File: config.mk
export PLATFORM = sky130hd
export DESIGN_NAME = rbd_ctrl
export DESIGN_NICKNAME = d
export VERILOG_FILES = /design/src/hw/rtl/rbd_pkg.sv /design/src/hw/rtl/rbd_ctrl.sv
export SDC_FILE = /design/constraint.sdc
export NUM_CORES = 1
export LEC_CHECK = 0
export BUFFER_PORTS_ARGS = -buffer_cell sky130_fd_sc_hd__buf_4
export CAP_MARGIN = 5
export CORE_AREA = 2 2 39 41
export DETAILED_ROUTE_END_ITERATION = 10
export DIE_AREA = 0 0 41 43
export GPL_TIMING_DRIVEN = 0
export SYNTH_ARGS = -nofsm -noshare
export SYNTH_HDL_FRONTEND = slang
export SYNTH_SLANG_ARGS = --single-unit
File: constraint.sdc
create_clock -name clock -period 1.1 [get_ports clock]
set_input_delay 0.165 -clock clock [delete_from_list [all_inputs] [get_ports clock]]
set_output_delay 0.165 -clock clock [all_outputs]
set_load 0.005 [all_outputs]
File: src/hw/rtl/rbd_pkg.sv
`default_nettype none
package rbd_pkg;

   localparam int BUFFER_DEPTH = 16;
   localparam int SEEN_DEPTH   = 64;

   localparam int CNT_W      = $clog2(BUFFER_DEPTH + 1);
   localparam int SEEN_CNT_W = $clog2(SEEN_DEPTH + 1);
   localparam int SEEN_IDX_W = $clog2(SEEN_DEPTH);

   localparam int ID_W      = 64;
   localparam int SEQ_W     = 16;
   localparam int PAYLOAD_W = 32;
   localparam int STATUS_W  = 3;

   localparam logic [SEQ_W-1:0] FIRST_POSITION = SEQ_W'(1);
   localparam logic [SEQ_W-1:0] MAX_POSITION   = {SEQ_W{1'b1}};

   typedef enum logic [1:0] {
      MODE_INSERT = 2'd0,
      MODE_POP    = 2'd1,
      MODE_QUERY  = 2'd2,
      MODE_STATUS = 2'd3
   } mode_type;

   typedef enum logic [STATUS_W-1:0] {
      STAT_OK        = 3'd0,
      STAT_DUPLICATE = 3'd1,
      STAT_BUF_FULL  = 3'd2,
      STAT_IDS_FULL  = 3'd3,
      STAT_POP_EMPTY = 3'd4
   } status_type;

   typedef enum logic [1:0] {
      ST_IDLE,
      ST_SEARCH,
      ST_EXEC
   } state_type;

   typedef struct packed {
      logic capture;
      logic search_step;
      logic execute;
   } cmd_type;

   typedef struct packed {
      logic is_insert;
      logic search_done;
   } stat_type;

endpackage
`default_nettype wire

File: src/hw/rtl/rbd_ctrl.sv
`default_nettype none
module rbd_ctrl (
   input  wire logic             clock,
   input  wire logic             reset,
   input  wire logic             req_valid,
   output logic                  req_ready,
   output logic                  rsp_valid,
   input  wire logic             rsp_ready,
   input  wire rbd_pkg::stat_type stat,
   output rbd_pkg::cmd_type      cmd
);
   import rbd_pkg::*;

   state_type state_ff, state_in;
   logic      rsp_valid_ff, rsp_valid_in;

   always_ff @(posedge clock) begin
      if (reset) begin
         state_ff     <= ST_IDLE;
         rsp_valid_ff <= 1'b0;
      end else begin
         state_ff     <= state_in;
         rsp_valid_ff <= rsp_valid_in;
      end
   end

   always_comb begin
      state_in        = state_ff;
      cmd             = '0;
      req_ready       = 1'b0;
      unique case (state_ff)
         ST_IDLE: begin
            req_ready = 1'b1;
            if (req_valid) begin
               cmd.capture = 1'b1;
               state_in    = ST_SEARCH;
            end
         end
         ST_SEARCH: begin
            cmd.search_step = 1'b1;
            if (!stat.is_insert || stat.search_done) begin
               state_in = ST_EXEC;
            end
         end
         ST_EXEC: begin
            // wait for a free result register
            if (!rsp_valid_ff || rsp_ready) begin
               cmd.execute = 1'b1;
               state_in    = ST_IDLE;
            end
         end
         default: state_in = ST_IDLE;
      endcase
      rsp_valid_in = cmd.execute | (rsp_valid_ff & ~rsp_ready);
   end

   assign rsp_valid = rsp_valid_ff;

endmodule
`default_nettype wire

==> results_dict.tcl <==
set metrics [dict create \
    status "completed" \
    final_nets 40 \
    r2r_slack_ps 160 \
    vias 160 \
    syn_nets 22 \
    firstDrtPassIters 2 \
    r2r-start "state_ff[0]$_SDFFE_PP0P_" \
    place_area_um2 254 \
    setup_viol 0 \
    design_area_um2 320 \
    drt_iter0_markers 1 \
    ys_warn_count 0 \
    synth_edf_count 0 \
    crit_chain "nor3_1 -> buf_4" \
    path_class "flip-flop to primary output" \
    total_power_uw 386 \
    drt-total-wl_um 383 \
    register_area_um2 65.1 \
    initial_utilization_pct 11.5 \
    drv_cap 0 \
    sequentialPowerShare_pct 31.3 \
    hold_depth 2 \
    slew_headroom_pct 89.7 \
    postRouteAntennaNets 0 \
    cts_hold_buf 0 \
    instances_no_fill 49 \
    cellPowerDensity_nw_per_um2 1200 \
    fin_crit_ps 1080 \
    clk_latency_ps 230 \
    diodes 0 \
    dp_cells 42 \
    internal_power_uw 300 \
    grt_max_degree 6 \
    fin_skew_ps 1.88 \
    clkPwrFrac_pct 49.7 \
    switchingPower_uw 85.7 \
    crit_required_ps 940 \
    synth.most_common_cell "dfxtp_1" \
    grt_overflow 0 \
    netlist_instances 16 \
    ys_seq_area_share_pct 37.8 \
    cts_buffers 3 \
    max_stage_delay_ps 360 \
    ys_ff_latch 3 \
    multi_input_area_um2 108 \
    path_max_fanout 5 \
    hold_class "input port to flip-flop" \
    synth-async-reset-ratio_pct 0 \
    clockBufferDepth 2 \
    gp_congestion 0.575 \
    min_to "state_ff[1]$_SDFFE_PP0P_" \
    core-area_um2 1380 \
    syn2layout_area_growth_pct 102 \
    min_from "reset" \
    nFillCells 157 \
    synth_largest_area_cell "dfxtp_1" \
    antenna_found_initial 0 \
    die_w_um 41 \
    fin_tns_setup_ps 0 \
    portBuffers 10 \
    dieArea_um2 1760 \
    clock-sinks 3 \
    cpMaxStageDelayCell "dfxtp_4" \
    critical-path-top-delay-family "flip-flops" \
    cts_root_buf "clkbuf_4" \
    tightest_slew_ps 154 \
    switching_share_pct 22.2 \
    fmax_ghz 0.928 \
    rsz0062_at_grt "yes" \
    grt_pass1_vias 177 \
    critPathArrivalTime_ps 910 \
    path_clk_slew_ps 30 \
    ys.flop_type "dfxtp_1" \
    worst-path-buf-inv 1 \
    rows 14 \
    cts_tree "built" \
    startpoint_type "flip-flop" \
    wl_per_cell_um 7.82 \
    finalCritPeriodShare_pct 98.0 \
    cts_max_level 1 \
    ios 11 \
    reg2regPathDepth 3 \
    die_h_um 43 \
    drive_gt1_share_pct 78.8 \
    synth_common_cells "dfxtp_1, nand2b_1, nor2b_1" \
    track_usage_pct 6.01 \
    drt-vias-per-instance 3.27 \
    p_comb_share_pct 19.1 \
    drc 0 \
    synthDominantCellAreaShare_pct 37.8 \
    end_kind "primary output" \
    ir_drop_v 0.000227 \
    hold_ws_ps 112 \
    syn_area_um2 159 \
    yosysUniqueCellTypes 12 \
    hold_viol_final 0 \
    synthTopCellsByArea "dfxtp_1, a2bb2oi_2, nand2b_4" \
    regToRegEndpoint "state_ff[0]$_SDFFE_PP0P_" \
    grt_pass1_wl_um 600 \
    drv_slew 0 \
    synthesis.area_per_instance_um2 9.93 \
    leakagePower_uw 0.000144 \
]
==> how the worst max path moves through the flow <==
stage | cells after the start | endpoint | from | slack [ps]
after detailed placement | 3 | cmd[0] | state_ff[1]$_SDFFE_PP0P_ | 180
after floorplan | 2 | state_ff[0]$_SDFFE_PP0P_ | state_ff[0]$_SDFFE_PP0P_ | 260
final | 2 | cmd[2] | state_ff[1]$_SDFFE_PP0P_ | 20
after global placement | 3 | cmd[0] | state_ff[1]$_SDFFE_PP0P_ | 180
after global routing | 3 | cmd[0] | state_ff[0]$_SDFFE_PP0P_ | -60
after CTS | 3 | cmd[0] | state_ff[0]$_SDFFE_PP0P_ | 6
==> power groups by stage <==
stage / Clock, uW / Combinational (uW) / Sequential, uW
floorplan: 0 / 27.3 / 121
global placement: 0 / 62.7 / 122
detailed placement: 0 / 63.3 / 122
CTS: 203 / 72.0 / 122
global route: 211 / 80.8 / 122
finish: 192 / 73.6 / 121
==> metrics by stage <==
step	util [%]	setup WS (ps)
final	23.1	22.3
after global routing	23.1	-55.3
after CTS	22.2	6.44
after detailed placement	18.4	177
after global placement	18.4	184
after floorplan	-	256
==> logic make-up (layout without fill, tap and decap cells) <==
group           Yosys count  after routing  synth area share (%)
compound gates            2              2                  12.6
buf+inv                   1             18                  2.36
flops                     3              3                  37.8
mux                       1              1                  7.09
simple gates              9              9                  40.2
==> placed cells by master (no fill, tap or decap) <==
cell	instances
nor3_1	1
clkbuf_4	3
a2bb2oi_2	1
dfxtp_1	1
dfxtp_4	1
buf_4	13
mux2_2	1
nor2b_1	1
nor2_2	2
nor2b_2	1
a21oi_1	1
inv_1	1
dfxtp_2	1
nand2b_4	2
nor3_2	1
clkbuf_1	1
nand2b_1	1
==> layout make-up <==
class / count / share of cell area, %
Tap cell: 16 / 6.25
Clock buffer: 4 / 8.20
Timing Repair Buffer: 13 / 30.5
Inverter: 1 / 1.17
Multi-Input combinational cell: 12 / 33.6
Sequential cell: 3 / 20.3
==> repair_timing <==
action                                  CTS  global route
endpoints found under the setup margin    2             3
setup buffers                             2             1
hold endpoints to repair                  0             0
resized for setup                         4             2
==> layer usage <==
layer	wire length (um)	global-route usage, %	part of all wire, %
met1	132	4.14	34
met2	229	8.13	60
met3	22	1.57	5.7
met4	0	12.0	0
met5	0	0	0
==> sequential cells by signal, indices dropped and copies added (netlist names) <==
register   count
rsp_valid      1
state_ff       2
Power figures use the tool's default switching activity.
